--- src/rtl/assert_macros.svh ---
// Assertion helpers for the checked frame receiver.
// Included by the modules that carry concurrent checks; no other dependencies.
`ifndef ASSERT_MACROS_SVH
`define ASSERT_MACROS_SVH

// Plain invariant, checked on every rising edge outside reset.
`define CFR_ASSERT(lbl, clk, rstn, prop, msg) \
  lbl: assert property (@(posedge clk) disable iff (!rstn) (prop)) else $error(msg);

// Implication into the next cycle.
`define CFR_ASSERT_NEXT(lbl, clk, rstn, pre, post, msg) \
  lbl: assert property (@(posedge clk) disable iff (!rstn) (pre) |=> (post)) else $error(msg);

`endif

--- src/rtl/cfr_pkg.sv ---
// Shared types and constants for the checked frame receiver.
// No dependencies; imported by cfr_ctrl, cfr_out and checked_frame_receiver.
`timescale 1ns / 1ps

package cfr_pkg;

  localparam int unsigned MaxPayloadBytes = 16;

  localparam int unsigned ByteW    = 8;
  localparam int unsigned PosW     = 6;
  localparam int unsigned PayLenW  = 7;
  localparam int unsigned CfgIdxW  = 2;
  localparam int unsigned CfgDataW = 8;
  localparam int unsigned InTdataW  = 8;
  localparam int unsigned OutTdataW = 16;

  localparam logic [ByteW-1:0]   HeadReset   = 8'hA5;
  localparam logic [ByteW-1:0]   TailReset   = 8'h5A;
  localparam logic [PayLenW-1:0] PayLenReset = 7'd16;

  typedef enum logic [CfgIdxW-1:0] {
    CFG_HEAD   = 2'd0,
    CFG_TAIL   = 2'd1,
    CFG_PAYLEN = 2'd2
  } cfr_cfg_idx_e;

  typedef enum logic [1:0] {
    ST_IDLE,
    ST_CHECK,
    ST_EMIT
  } cfr_state_e;

  // read of one payload byte issued by the sequencer
  typedef struct packed {
    logic            issue;
    logic [PosW-1:0] pos;
    logic            last;
  } cfr_emit_t;

  // back-pressure from the output stage
  typedef struct packed {
    logic ready;
    logic pending;
  } cfr_drain_t;

endpackage

--- src/rtl/cfr_ram.sv ---
// Generic single-write, single-read RAM with registered read data.
// No dependencies.
`timescale 1ns / 1ps

module cfr_ram #(
  parameter int unsigned Width = 8,
  parameter int unsigned Depth = 32
) (
  input  logic                     clk_i,
  input  logic                     we_i,
  input  logic [$clog2(Depth)-1:0] waddr_i,
  input  logic [Width-1:0]         wdata_i,
  input  logic                     re_i,
  input  logic [$clog2(Depth)-1:0] raddr_i,
  output logic [Width-1:0]         rdata_o
);

  logic [Width-1:0] mem_q [Depth];
  logic [Width-1:0] rdata_q;

  always_ff @(posedge clk_i) begin
    if (we_i) begin
      mem_q[waddr_i] <= wdata_i;
    end
    if (re_i) begin
      rdata_q <= mem_q[raddr_i];
    end
  end

  assign rdata_o = rdata_q;

endmodule

--- src/rtl/cfr_ctrl.sv ---
// Window sequencer: ring pointer and fill count, frame check pass, payload readout.
// Depends on cfr_pkg and assert_macros.svh; drives the window RAM and the output stage.
`timescale 1ns / 1ps
`include "assert_macros.svh"

module cfr_ctrl import cfr_pkg::*; #(
  parameter int unsigned MaxPayloadBytes = cfr_pkg::MaxPayloadBytes,
  localparam int unsigned WinDepth = MaxPayloadBytes + 3,
  localparam int unsigned AddrW    = $clog2(WinDepth),
  localparam int unsigned FillW    = $clog2(WinDepth + 1)
) (
  input  logic                clk_i,
  input  logic                rst_ni,
  input  logic [ByteW-1:0]    head_i,
  input  logic [ByteW-1:0]    tail_i,
  input  logic [PayLenW-1:0]  paylen_i,
  input  logic                s_tvalid_i,
  input  logic [ByteW-1:0]    s_byte_i,
  output logic                s_tready_o,
  output logic                ram_we_o,
  output logic [AddrW-1:0]    ram_waddr_o,
  output logic [ByteW-1:0]    ram_wdata_o,
  output logic                ram_re_o,
  output logic [AddrW-1:0]    ram_raddr_o,
  input  logic [ByteW-1:0]    ram_rdata_i,
  output cfr_emit_t           emit_o,
  input  cfr_drain_t          drain_i
);

  cfr_state_e state_q, state_d;
  logic [AddrW-1:0] wp_q, wp_d;
  logic [AddrW-1:0] base_q, base_d;
  logic [AddrW-1:0] cnt_q, cnt_d;
  logic [FillW-1:0] fill_q, fill_d;
  logic [ByteW-1:0] sum_q, sum_d;
  logic             ok_q, ok_d;

  logic [AddrW-1:0] pay_eff;
  logic [FillW-1:0] win_len;
  logic [FillW-1:0] keep_fill;
  logic [FillW-1:0] new_fill;
  logic             accept;
  logic             full_hit;
  logic             chk_done;
  logic             chk_pass;
  logic             emit_done;

  // length clamp: zero counts as one, oversize saturates to the built size
  always_comb begin
    if (paylen_i == '0) begin
      pay_eff = AddrW'(1);
    end else if (paylen_i > PayLenW'(MaxPayloadBytes)) begin
      pay_eff = AddrW'(MaxPayloadBytes);
    end else begin
      pay_eff = AddrW'(paylen_i);
    end
  end

  assign win_len   = FillW'(pay_eff) + FillW'(3);
  assign keep_fill = (fill_q >= win_len) ? (win_len - FillW'(1)) : fill_q;
  assign new_fill  = keep_fill + FillW'(1);
  assign accept    = s_tvalid_i && s_tready_o;
  // tail is the incoming byte itself, so it is checked before the pass
  assign full_hit  = (new_fill == win_len) && (s_byte_i == tail_i);
  // pass reads positions 0 .. p+1; data for position k lands at cnt = k+1
  assign chk_done  = (state_q == ST_CHECK) && (cnt_q == pay_eff + AddrW'(2));
  assign chk_pass  = ok_q && (ram_rdata_i == sum_q);
  assign emit_done = (state_q == ST_EMIT) && (cnt_q == pay_eff) && !drain_i.pending;

  // next state
  always_comb begin
    state_d = state_q;
    unique case (state_q)
      ST_IDLE: begin
        if (accept && full_hit) begin
          state_d = ST_CHECK;
        end
      end
      ST_CHECK: begin
        if (chk_done) begin
          state_d = chk_pass ? ST_EMIT : ST_IDLE;
        end
      end
      ST_EMIT: begin
        if (emit_done) begin
          state_d = ST_IDLE;
        end
      end
      default: state_d = ST_IDLE;
    endcase
  end

  // outputs
  always_comb begin
    s_tready_o  = 1'b0;
    ram_we_o    = 1'b0;
    ram_waddr_o = wp_q;
    ram_wdata_o = s_byte_i;
    ram_re_o    = 1'b0;
    ram_raddr_o = base_q + cnt_q;
    emit_o      = '0;
    unique case (state_q)
      ST_IDLE: begin
        s_tready_o = 1'b1;
        ram_we_o   = s_tvalid_i;
      end
      ST_CHECK: begin
        ram_re_o = (cnt_q <= pay_eff + AddrW'(1));
      end
      ST_EMIT: begin
        ram_raddr_o  = base_q + cnt_q + AddrW'(1);
        emit_o.issue = (cnt_q < pay_eff) && drain_i.ready;
        emit_o.pos   = PosW'(cnt_q);
        emit_o.last  = (cnt_q + AddrW'(1) == pay_eff);
        ram_re_o     = emit_o.issue;
      end
      default: ;
    endcase
  end

  // datapath
  always_comb begin
    wp_d   = wp_q;
    base_d = base_q;
    cnt_d  = cnt_q;
    fill_d = fill_q;
    sum_d  = sum_q;
    ok_d   = ok_q;
    unique case (state_q)
      ST_IDLE: begin
        if (accept) begin
          wp_d = wp_q + AddrW'(1);
          if (new_fill == win_len && !full_hit) begin
            fill_d = win_len - FillW'(1);
          end else begin
            fill_d = new_fill;
          end
          base_d = wp_q - AddrW'(win_len - FillW'(1));
          cnt_d  = '0;
          sum_d  = '0;
          ok_d   = 1'b1;
        end
      end
      ST_CHECK: begin
        cnt_d = cnt_q + AddrW'(1);
        if (cnt_q == AddrW'(1)) begin
          ok_d = ok_q && (ram_rdata_i == head_i);
        end else if (cnt_q >= AddrW'(2) && cnt_q <= pay_eff + AddrW'(1)) begin
          sum_d = sum_q + ram_rdata_i;
        end
        if (chk_done) begin
          cnt_d  = '0;
          fill_d = chk_pass ? '0 : (win_len - FillW'(1));
        end
      end
      ST_EMIT: begin
        if (emit_o.issue) begin
          cnt_d = cnt_q + AddrW'(1);
        end
      end
      default: ;
    endcase
  end

  always_ff @(posedge clk_i or negedge rst_ni) begin
    if (!rst_ni) begin
      state_q <= ST_IDLE;
      wp_q    <= '0;
      fill_q  <= '0;
      cnt_q   <= '0;
      ok_q    <= 1'b0;
    end else begin
      state_q <= state_d;
      wp_q    <= wp_d;
      fill_q  <= fill_d;
      cnt_q   <= cnt_d;
      ok_q    <= ok_d;
    end
  end

  always_ff @(posedge clk_i) begin
    base_q <= base_d;
    sum_q  <= sum_d;
  end

  `CFR_ASSERT(a_fill_bound, clk_i, rst_ni, fill_q <= FillW'(WinDepth), "window fill overrun")
  `CFR_ASSERT(a_no_read_idle, clk_i, rst_ni, !(s_tready_o && ram_re_o), "RAM read while taking input")
  `CFR_ASSERT(a_emit_empty, clk_i, rst_ni, (state_q != ST_EMIT) || (fill_q == '0), "window not emptied on match")
  `CFR_ASSERT_NEXT(a_issue_pend, clk_i, rst_ni, emit_o.issue, drain_i.pending, "issued read not tracked")

endmodule

--- src/rtl/cfr_out.sv ---
// Output stage: catches RAM read data and holds one word for the master side.
// Depends on cfr_pkg; fed by cfr_ctrl and the window RAM.
`timescale 1ns / 1ps

module cfr_out import cfr_pkg::*; (
  input  logic                 clk_i,
  input  logic                 rst_ni,
  input  cfr_emit_t            emit_i,
  input  logic [ByteW-1:0]     rdata_i,
  output cfr_drain_t           drain_o,
  output logic                 m_tvalid_o,
  input  logic                 m_tready_i,
  output logic [OutTdataW-1:0] m_tdata_o,
  output logic                 m_tlast_o
);

  localparam int unsigned PadW = OutTdataW - PosW - ByteW;

  logic            pend_q, pend_d;
  logic [PosW-1:0] pend_pos_q;
  logic            pend_last_q;
  logic            out_vld_q, out_vld_d;
  logic [ByteW-1:0] out_byte_q;
  logic [PosW-1:0] out_pos_q;
  logic            out_last_q;
  logic            load;

  // RAM holds its read data until the next read, so pending data waits there
  assign load = pend_q && (!out_vld_q || m_tready_i);

  assign drain_o.ready   = !pend_q || load;
  assign drain_o.pending = pend_q;

  always_comb begin
    pend_d = pend_q;
    if (emit_i.issue) begin
      pend_d = 1'b1;
    end else if (load) begin
      pend_d = 1'b0;
    end
    out_vld_d = out_vld_q;
    if (load) begin
      out_vld_d = 1'b1;
    end else if (m_tready_i) begin
      out_vld_d = 1'b0;
    end
  end

  always_ff @(posedge clk_i or negedge rst_ni) begin
    if (!rst_ni) begin
      pend_q    <= 1'b0;
      out_vld_q <= 1'b0;
    end else begin
      pend_q    <= pend_d;
      out_vld_q <= out_vld_d;
    end
  end

  always_ff @(posedge clk_i) begin
    if (emit_i.issue) begin
      pend_pos_q  <= emit_i.pos;
      pend_last_q <= emit_i.last;
    end
    if (load) begin
      out_byte_q <= rdata_i;
      out_pos_q  <= pend_pos_q;
      out_last_q <= pend_last_q;
    end
  end

  assign m_tvalid_o = out_vld_q;
  assign m_tdata_o  = {PadW'(0), out_pos_q, out_byte_q};
  assign m_tlast_o  = out_last_q;

endmodule

--- src/rtl/checked_frame_receiver.sv ---
// A byte that does not complete a window with the tail value is written to the window RAM, and input stays ready.
// A byte that does runs a check pass over the window RAM through its one read port.
// On a match the payload is read out at one word per cycle while the output does not stall.
// The first payload word passes the RAM read register and the output register; output holds one word.
// Reset: asynchronous, clears the window (fill count, pointer) and restores the
// registers to head 0xA5, tail 0x5A, payload length 16; the RAM is not cleared.
`timescale 1ns / 1ps

module checked_frame_receiver import cfr_pkg::*; #(
  parameter int unsigned MaxPayloadBytes = cfr_pkg::MaxPayloadBytes
) (
  input  logic                 clk_i,
  input  logic                 rst_ni,
  input  logic                 cfg_we_i,
  input  logic [CfgIdxW-1:0]   cfg_idx_i,
  input  logic [CfgDataW-1:0]  cfg_wdata_i,
  input  logic                 s_tvalid_i,
  output logic                 s_tready_o,
  input  logic [InTdataW-1:0]  s_tdata_i,   // [7:0] rx_byte
  output logic                 m_tvalid_o,
  input  logic                 m_tready_i,
  output logic [OutTdataW-1:0] m_tdata_o,   // [7:0] payload_byte, [13:8] byte_position
  output logic                 m_tlast_o    // last_byte
);

  localparam int unsigned WinDepth = MaxPayloadBytes + 3;
  localparam int unsigned AddrW    = $clog2(WinDepth);
  localparam int unsigned MemDepth = 1 << AddrW;

  logic [ByteW-1:0]   head_q;
  logic [ByteW-1:0]   tail_q;
  logic [PayLenW-1:0] paylen_q;

  logic             ram_we;
  logic [AddrW-1:0] ram_waddr;
  logic [ByteW-1:0] ram_wdata;
  logic             ram_re;
  logic [AddrW-1:0] ram_raddr;
  logic [ByteW-1:0] ram_rdata;
  cfr_emit_t        emit;
  cfr_drain_t       drain;

  always_ff @(posedge clk_i or negedge rst_ni) begin
    if (!rst_ni) begin
      head_q   <= HeadReset;
      tail_q   <= TailReset;
      paylen_q <= PayLenReset;
    end else if (cfg_we_i) begin
      unique case (cfg_idx_i)
        CFG_HEAD:   head_q   <= cfg_wdata_i;
        CFG_TAIL:   tail_q   <= cfg_wdata_i;
        CFG_PAYLEN: paylen_q <= cfg_wdata_i[PayLenW-1:0];
        default: ;
      endcase
    end
  end

  cfr_ctrl #(
    .MaxPayloadBytes(MaxPayloadBytes)
  ) u_ctrl (
    .clk_i       (clk_i),
    .rst_ni      (rst_ni),
    .head_i      (head_q),
    .tail_i      (tail_q),
    .paylen_i    (paylen_q),
    .s_tvalid_i  (s_tvalid_i),
    .s_byte_i    (s_tdata_i[ByteW-1:0]),
    .s_tready_o  (s_tready_o),
    .ram_we_o    (ram_we),
    .ram_waddr_o (ram_waddr),
    .ram_wdata_o (ram_wdata),
    .ram_re_o    (ram_re),
    .ram_raddr_o (ram_raddr),
    .ram_rdata_i (ram_rdata),
    .emit_o      (emit),
    .drain_i     (drain)
  );

  cfr_ram #(
    .Width(ByteW),
    .Depth(MemDepth)
  ) u_ram (
    .clk_i   (clk_i),
    .we_i    (ram_we),
    .waddr_i (ram_waddr),
    .wdata_i (ram_wdata),
    .re_i    (ram_re),
    .raddr_i (ram_raddr),
    .rdata_o (ram_rdata)
  );

  cfr_out u_out (
    .clk_i      (clk_i),
    .rst_ni     (rst_ni),
    .emit_i     (emit),
    .rdata_i    (ram_rdata),
    .drain_o    (drain),
    .m_tvalid_o (m_tvalid_o),
    .m_tready_i (m_tready_i),
    .m_tdata_o  (m_tdata_o),
    .m_tlast_o  (m_tlast_o)
  );

endmodule

--- config.mk ---
export PLATFORM = sky130hd
export DESIGN_NAME = checked_frame_receiver
export DESIGN_NICKNAME = d
export VERILOG_FILES = /design/src/rtl/cfr_pkg.sv /design/src/rtl/cfr_ram.sv /design/src/rtl/cfr_ctrl.sv /design/src/rtl/cfr_out.sv /design/src/rtl/checked_frame_receiver.sv
export VERILOG_INCLUDE_DIRS = /design/src /design/src/rtl
export SDC_FILE = /design/constraint.sdc
export NUM_CORES = 1
export LEC_CHECK = 0
export BUFFER_PORTS_ARGS = -buffer_cell sky130_fd_sc_hd__buf_2
export CAP_MARGIN = 20
export CORE_ASPECT_RATIO = 0.8
export CORE_MARGIN = 8
export CORE_UTILIZATION = 65
export DETAILED_ROUTE_END_ITERATION = 8
export GPL_TIMING_DRIVEN = 0
export HOLD_SLACK_MARGIN = 0.02
export PLACE_DENSITY = 0.83
export SYNTH_ARGS = -nofsm -noshare
export SYNTH_HDL_FRONTEND = slang
export SYNTH_HIERARCHICAL = 1
export SYNTH_SLANG_ARGS = --single-unit
export TNS_END_PERCENT = 50
--- constraint.sdc ---
create_clock -name clk_i -period 12.45 [get_ports clk_i]
set_input_delay 0.6225 -clock clk_i [delete_from_list [all_inputs] [get_ports clk_i]]
set_output_delay 0.6225 -clock clk_i [all_outputs]
set_load 0.03 [all_outputs]
==> results of run 1 <==
## cells in the final DEF, fill, tap and decap left out, types with 4 or more instances in the layout
| cell | count |
|---|---|
| sky130_fd_sc_hd__a21o_1 | 11 |
| sky130_fd_sc_hd__a21oi_1 | 27 |
| sky130_fd_sc_hd__and2_1 | 12 |
| sky130_fd_sc_hd__buf_1 | 6 |
| sky130_fd_sc_hd__buf_2 | 45 |
| sky130_fd_sc_hd__buf_4 | 18 |
| sky130_fd_sc_hd__bufinv_16 | 4 |
| sky130_fd_sc_hd__clkbuf_1 | 24 |
| sky130_fd_sc_hd__clkbuf_16 | 35 |
| sky130_fd_sc_hd__clkinv_1 | 9 |
| sky130_fd_sc_hd__clkinv_2 | 4 |
| sky130_fd_sc_hd__dfrtp_1 | 34 |
| sky130_fd_sc_hd__dfstp_2 | 9 |
| sky130_fd_sc_hd__edfxtp_1 | 299 |
| sky130_fd_sc_hd__ha_1 | 42 |
| sky130_fd_sc_hd__inv_1 | 26 |
| sky130_fd_sc_hd__mux2_2 | 33 |
| sky130_fd_sc_hd__mux2i_1 | 6 |
| sky130_fd_sc_hd__mux4_2 | 80 |
| sky130_fd_sc_hd__nand2_1 | 34 |
| sky130_fd_sc_hd__nand2b_1 | 11 |
| sky130_fd_sc_hd__nand3_1 | 9 |
| sky130_fd_sc_hd__nand3b_1 | 5 |
| sky130_fd_sc_hd__nand4_1 | 7 |
| sky130_fd_sc_hd__nor2_1 | 52 |
| sky130_fd_sc_hd__nor2b_1 | 10 |
| sky130_fd_sc_hd__nor3_1 | 6 |
| sky130_fd_sc_hd__nor4_1 | 8 |
| sky130_fd_sc_hd__o21ai_0 | 24 |
| sky130_fd_sc_hd__xnor2_1 | 27 |
| sky130_fd_sc_hd__xor2_1 | 33 |
## logic make-up (layout without fill, tap and decap cells)
kind of cell / Yosys count / count (layout) / synth area share, %
flops: 342 / 342 / 65.1
simple gates: 179 / 179 / 6.40
mux: 121 / 121 / 14.6
compound gates: 96 / 96 / 4.25
buf+inv: 77 / 178 / 2.45
xor+xnor: 60 / 60 / 3.40
fa+ha+maj: 45 / 45 / 3.79
other cells: 2 / 3 / 0.0485
## critical path: stages, from the launching register on
cell and delay (ns):
sky130_fd_sc_hd__dfrtp_1 0.40, sky130_fd_sc_hd__buf_2 0.21, sky130_fd_sc_hd__nor3_2 0.34, sky130_fd_sc_hd__nor2_1 0.09
sky130_fd_sc_hd__nor2_1 0.45, sky130_fd_sc_hd__inv_1 0.27, sky130_fd_sc_hd__ha_1 0.26, sky130_fd_sc_hd__clkbuf_1 0.17
sky130_fd_sc_hd__o21ai_0 0.58, sky130_fd_sc_hd__inv_1 0.10, sky130_fd_sc_hd__ha_1 0.32, sky130_fd_sc_hd__nand2_1 0.05
sky130_fd_sc_hd__o21ai_0 0.40, sky130_fd_sc_hd__clkbuf_1 0.44, sky130_fd_sc_hd__nand2_1 0.09, sky130_fd_sc_hd__o21ai_0 0.14
sky130_fd_sc_hd__ha_1 0.37, sky130_fd_sc_hd__nand3_1 0.13, sky130_fd_sc_hd__xor2_1 0.23, sky130_fd_sc_hd__xor2_1 0.16
sky130_fd_sc_hd__o21ai_0 0.10, sky130_fd_sc_hd__a21oi_1 0.30, sky130_fd_sc_hd__nand4_4 0.22, sky130_fd_sc_hd__mux2i_1 0.17
sky130_fd_sc_hd__a221o_1 0.32
## final timing paths
kind / endpoint / from
worst max-delay path: u_ctrl/fill_q[3]$_DFFE_PN0P_ / paylen_q[1]$_DFFE_PN0P_
worst min-delay path: tail_q[2]$_DFFE_PN0P_ / rst_ni
worst max register to register: u_ctrl/fill_q[3]$_DFFE_PN0P_ / paylen_q[1]$_DFFE_PN0P_
worst min register to register: u_out/out_pos_q[4]$_DFFE_PP_ / u_out/pend_pos_q[4]$_DFFE_PP_
max in group asynchronous: paylen_q[4]$_DFFE_PN1P_ / rst_ni
min in group clk_i: head_q[7]$_DFFE_PN1P_ / cfg_wdata_i[7]
## layout make-up
cell class                      instances  area (µm²)  share of cell area, %
Timing Repair Buffer                   40         215                   1.25
Tap cell                              312         390                   2.27
Clock inverter                         19         195                   1.14
Buffer                                 49         274                   1.60
Clock buffer                           42         902                   5.25
Sequential cell                       342       10100                   58.6
Multi-Input combinational cell        504        5030                   29.3
Inverter                               28         105                  0.612
## flip-flops by register name (all words and copies together), names as in the netlist
| register | flops |
|---|---|
| head_q | 8 |
| u_out/m_tvalid_o | 1 |
| u_out/m_tlast_o | 1 |
| u_out/out_byte_q | 8 |
| u_ram/mem_q | 256 |
| u_ctrl/cnt_q | 5 |
| u_ctrl/sum_q | 8 |
| u_ram/rdata_o | 8 |
| u_ctrl/state_q | 2 |
| u_ctrl/base_q | 5 |
| u_ctrl/ok_q | 1 |
| u_out/pend_pos_q | 6 |
| u_out/pend_last_q | 1 |
| u_out/out_pos_q | 6 |
| u_ctrl/fill_q | 5 |
| u_out/pend_q | 1 |
| u_ctrl/ram_waddr_o | 5 |
| tail_q | 8 |
| paylen_q | 7 |
## layer usage
| metal | global-route usage, % | share of wire (%) |
|---|---|---|
| met5 | 0 | 0 |
| met4 | 6.17 | 2.1 |
| met3 | 8.45 | 12 |
| met2 | 34.8 | 45 |
| met1 | 34.1 | 42 |
## power by group
group / switching (mW) / internal (mW) / leakage (nW)
Clock: 0.412 / 0.599 / 0.533
Combinational: 0.885 / 0.747 / 2.23
Sequential: 0.0773 / 1.40 / 3.22
## through the flow
step           power, mW  area [µm²]  setup WS [ns]  std cells
3_3_place_gp        3.03       16100           6.19       1274
4_1_cts             4.11       17200           6.06       1335
5_1_grt             4.28       17200           5.40       1336
3_5_place_dp        3.08       16100           6.09       1274
2_1_floorplan       2.65       15500           7.31        923
6_report            4.12       17200           6.02       1336
==> impl_metrics.ini, run 1 <==
[floorplanning]
floorplan.die.height_um = 154
fp.coreArea_um2 = 23400
start_util_pct = 66.1
floorplan.die_area_um2 = 29000
top_level_ports = 42
chipWidth_um = 188
fp-row-count = 50

[power_and_ir_drop]
cellPowerDensity_nw_per_um2 = 240
max-vdd-ir-drop_mv = 0.159
power_leakage_nw = 5.99

[run_status]
run_status = complete, no violations

[place]
place.detailed.hpwl_mm = 23.0
port_buffers = 39
place.gp.congestion = 0.900

[sta]
slew_violations = 0
max_clock_freq_ghz = 0.155
final.min_clock_period_ns = 6.43
finalHoldViolations = 0
grt_setup_unrepaired = false
relSlewSlack_pct = 32.5
final_min_period_over_clock_period_pct = 51.7
clock-skew-final_ns = 0.0194
final.setup.tns_ns = 0
worst_slew_pin_slew_ns = 1.01
finalSetupViolCount = 0
hold_ws_ns = 0.0555

[cts]
cts.clk_slew.worst_paths_ns = 0.07
clock-sinks = 342
ctsHtreeMaxLevel = 2
ctsLongestPathBuffers = 3
clock_latency_ns = 0.51
cts.hold.buffers_added = 0
tritoncts_buffer_count = 34
tritoncts_clock_tree = done
cts_root_buf = sky130_fd_sc_hd__clkbuf_16
post_cts_buffers = 0
cts_repair_resize_count = 0

[global_route]
first_global_vias = 8602
grt_pass1_wl_mm = 52.4
grt_max_degree = 44
grt_util_all_layers_pct = 23.9
globalRoute.totalOverflow = 0
antenna_violations_before_repair = 0

[setup_path]
timing.reg2reg.setup_slack_ns = 6.02
worstPathMaxFanout = 10
critical_path.endpoint_type = flop
cp_data_arrival_time_ns = 6.81
timing.critical_path.from_type = flop
worstRegToRegCells = 24
timing.critical_path.required_ns = 12.83
kind_of_critical_path = reg2reg

[route]
drc = 0
route.detailed.vias_per_inst = 6.47
drt_first_pass_iters = 5
wire_per_inst_um = 25.9
route.final.wire_length_mm = 34.5
detail_route.iter0.violations = 783
dr_total_vias = 8647
ant_nets = 0

[logic_synthesis]
postSynth.asyncResetShare_pct = 12.6
synth-edff-count = 299
netlist_instances = 922
number_of_synthesized_register_bits = 342
yosysWarningCount = 6
syn-mean-instance-area_um2 = 16.8
synthTopCellsByCount = sky130_fd_sc_hd__edfxtp_1 (299), sky130_fd_sc_hd__mux4_2 (80), sky130_fd_sc_hd__nor2_1 (52)
synth.cell_area_um2 = 15500
post-synth-top-area-cell = sky130_fd_sc_hd__edfxtp_1
postSynth.topFlopCell = sky130_fd_sc_hd__edfxtp_1
post-synth-top-count-cell = sky130_fd_sc_hd__edfxtp_1
synth_area_leaders = sky130_fd_sc_hd__edfxtp_1 (58%), sky130_fd_sc_hd__mux4_2 (12%), sky130_fd_sc_hd__dfrtp_1 (5.5%), sky130_fd_sc_hd__ha_1 (3.4%), sky130_fd_sc_hd__mux2_2 (2.4%)
post_synth_top_area_share_pct = 58.0
yosysUniqueCellTypes = 75
sequential_element_share_of_the_synthesized_area_pct = 65.1

[layout]
design.final.nets = 1067
post_route_cells_drive_above_1_share_pct = 25.1
area.growth.synth_to_final_pct = 11.0
layout.core_utilization_pct = 73.4
num-fill-cells = 1350
n_antenna_cell = 0

[job]
drv.max_cap_violation_count = 0

[worst_hold_path]
hold_class = in2async
Power figures use the tool's default switching activity.
==> run 2: changes to the inputs <==
Settings changed: CORE_UTILIZATION 65 to 56, PLACE_DENSITY 0.83 to 0.76.
Clock period 12.45 ns to 5.8 ns, I/O delays scaled along.
==> run 2 against run 1 <==
Net effect: worst setup slack lost 5.7 ns; power increased by 110%; non-clock buffer count increased by 1; global-route usage decreased by 3.5 points; sequential power increased by 110%; critical endpoint is now u_ctrl/fill_q[0]$_DFFE_PN0P_; critical path type unchanged; register-to-register slack lost 5.7 ns.
==> impl_metrics.ini, run 2 (synthesis gave the netlist of run 1 again) <==
[layout]
design.final.nets = 1068
final_cell_mix = sky130_fd_sc_hd__edfxtp_1 (299), sky130_fd_sc_hd__mux4_2 (80), sky130_fd_sc_hd__nor2_1 (51), sky130_fd_sc_hd__buf_2 (45), sky130_fd_sc_hd__ha_1 (41)
area.growth.synth_to_final_pct = 11.4
layout.core_utilization_pct = 63.3
postLayoutCellArea_um2 = 17200
num-fill-cells = 1844
seq_area_um2 = 10100
multi_input_comb_area_um2 = 5050
max_flop_register = u_ram/mem_q
final-instance-count-excl-fill = 1389
n_antenna_cell = 0
post_route_cells_drive_above_1_share_pct = 26.0
layout_commonest_cell = sky130_fd_sc_hd__edfxtp_1
largest_reg_flops = 256

[place]
post-place-ws_ns = -0.556
place.detailed.hpwl_mm = 22.9
post_dp_cell_area_um2 = 16100
numPlacedInstances = 1326
place.gp.congestion = 0.845
port_buffers = 39

[cts]
tritoncts_buffer_count = 34
ctsHtreeMaxLevel = 2
clock_latency_ns = 0.51
cts.clk_slew.worst_paths_ns = 0.06
tritoncts_clock_tree = done
ctsLongestPathBuffers = 3
post_cts_buffers = 0
cts_root_buf = sky130_fd_sc_hd__clkbuf_16
clock-sinks = 342

[global_route]
grt_max_degree = 44
first_global_vias = 8529
grt_pass1_wl_mm = 51.4
globalRoute.totalOverflow = 0
antenna_violations_before_repair = 0
grt_util_all_layers_pct = 20.5

[floorplanning]
fp-row-count = 54
chipWidth_um = 202
floorplan.die_area_um2 = 33200
fp.coreArea_um2 = 27200
top_level_ports = 42
floorplan.die.height_um = 165
start_util_pct = 56.8

[worst_hold_path]
hp-start = cfg_wdata_i[7]
hold_class = in2reg
min_delay_path_depth = 2
hold-path-endpoint = head_q[7]$_DFFE_PN1P_

[sta]
relSlewSlack_pct = 35.6
grt_setup_unrepaired = false
slew_violations = 0
final_min_period_over_clock_period_pct = 94.0
worst_slew_pin_slew_ns = 0.967
final_worst_setup_slack_ns = 0.350
finalSetupViolCount = 0
final.min_clock_period_ns = 5.45
finalHoldViolations = 0
max_clock_freq_ghz = 0.183
clock-skew-final_ns = 0.0193

[setup_path]
critical_path.endpoint_type = flop
timing.critical_path.required_ns = 6.21
kind_of_critical_path = reg2reg
worstRegToRegCells = 24
worst_r2r_dst = u_ctrl/fill_q[0]$_DFFE_PN0P_
cp_data_arrival_time_ns = 5.86
timing.critical_path.from_type = flop
r2r-start = paylen_q[4]$_DFFE_PN1P_
worstPathMaxFanout = 10
timing.reg2reg.setup_slack_ns = 0.35

[job]
drv.max_cap_violation_count = 0

[route]
drc = 0
wire_per_inst_um = 24.4
detail_route.iter0.violations = 970
drt_first_pass_iters = 5
dr_total_vias = 8611
route.final.wire_length_mm = 34.0
route.detailed.vias_per_inst = 6.20
ant_nets = 0

[power_and_ir_drop]
max-vdd-ir-drop_mv = 0.383
power_leakage_nw = 5.98
cellPowerDensity_nw_per_um2 = 506

[run_status]
run_status = complete, no violations
==> run 2: worst max-delay path, cell delays in order (launching register included) <==
cell and delay, ns:
sky130_fd_sc_hd__dfstp_2 0.55, sky130_fd_sc_hd__or3_1 0.11, sky130_fd_sc_hd__buf_2 0.22, sky130_fd_sc_hd__inv_2 0.10, sky130_fd_sc_hd__buf_2 0.20, sky130_fd_sc_hd__nand2_2 0.16, sky130_fd_sc_hd__ha_1 0.25, sky130_fd_sc_hd__or3b_1 0.37
sky130_fd_sc_hd__a31o_2 0.33, sky130_fd_sc_hd__nand2_1 0.10, sky130_fd_sc_hd__nand2_1 0.08, sky130_fd_sc_hd__ha_1 0.27, sky130_fd_sc_hd__nand2_1 0.06, sky130_fd_sc_hd__o21ai_2 0.20, sky130_fd_sc_hd__clkbuf_4 0.26, sky130_fd_sc_hd__mux2i_1 0.22
sky130_fd_sc_hd__ha_2 0.29, sky130_fd_sc_hd__nand3_1 0.11, sky130_fd_sc_hd__xor2_1 0.22, sky130_fd_sc_hd__xor2_1 0.16, sky130_fd_sc_hd__o21ai_0 0.14, sky130_fd_sc_hd__a21oi_2 0.21, sky130_fd_sc_hd__nand4_4 0.20, sky130_fd_sc_hd__mux2_4 0.36
sky130_fd_sc_hd__o31ai_4 0.16
==> run 2: timing repair <==
item,in CTS,in global routing
pin swaps,0,0
hold buffers,1,0
endpoints found under the setup margin,7,7
hold endpoints to repair,34,0
gates resized for setup,4,8
==> run 2: routing by layer <==
layer / vias up / GRT usage, % / routed length, µm
met5: - / 0 / 0
met4: 0 / 4.41 / 556
met3: 43 / 5.25 / 3190
met2: 370 / 30.6 / 15200
met1: 4451 / 30.1 / 15000
li1: 3747 / - / -
==> run 2: where the power goes <==
| group | internal [mW] | total (mW) | switching, mW |
|---|---|---|---|
| logic | 1.61 | 3.48 | 1.86 |
| registers | 3.01 | 3.17 | 0.167 |
| clock network | 1.18 | 2.07 | 0.896 |
==> run 2: cell type report <==
| class | count | area share [%] |
|---|---|---|
| sequential | 342 | 58.4 |
| multi-input combinational | 504 | 29.3 |
| clock buffer | 45 | 5.35 |
| tap | 364 | 2.64 |
| buffer | 49 | 1.61 |
| timing repair buffer | 41 | 1.31 |
| clock inverter | 16 | 0.748 |
| inverter | 28 | 0.610 |
==> run 2: worst max-delay path by stage <==
stage,from,end,slack (ns)
6_report,paylen_q[4]$_DFFE_PN1P_,u_ctrl/fill_q[0]$_DFFE_PN0P_,0.35
2_1_floorplan,paylen_q[5]$_DFFE_PN0P_,u_ctrl/fill_q[3]$_DFFE_PN0P_,0.66
3_5_place_dp,paylen_q[1]$_DFFE_PN0P_,u_ctrl/fill_q[3]$_DFFE_PN0P_,-0.56
3_3_place_gp,paylen_q[1]$_DFFE_PN0P_,u_ctrl/fill_q[3]$_DFFE_PN0P_,-0.52
4_1_cts,paylen_q[1]$_DFFE_PN0P_,u_ctrl/fill_q[0]$_DFFE_PN0P_,0.07
5_1_grt,paylen_q[4]$_DFFE_PN1P_,u_ctrl/fill_q[0]$_DFFE_PN0P_,0.05
==> run 2: through the flow <==
step                      total power, mW  hold WS [ns]  setup TNS, ns
final                                8.72        0.0614              0
after global routing                 9.10        0.0510              0
after CTS                            8.71        0.0455              0
after detailed placement             6.62         0.406          -2.92
after global placement               6.55         0.401          -2.61
after floorplan                      5.69      -0.00559              0
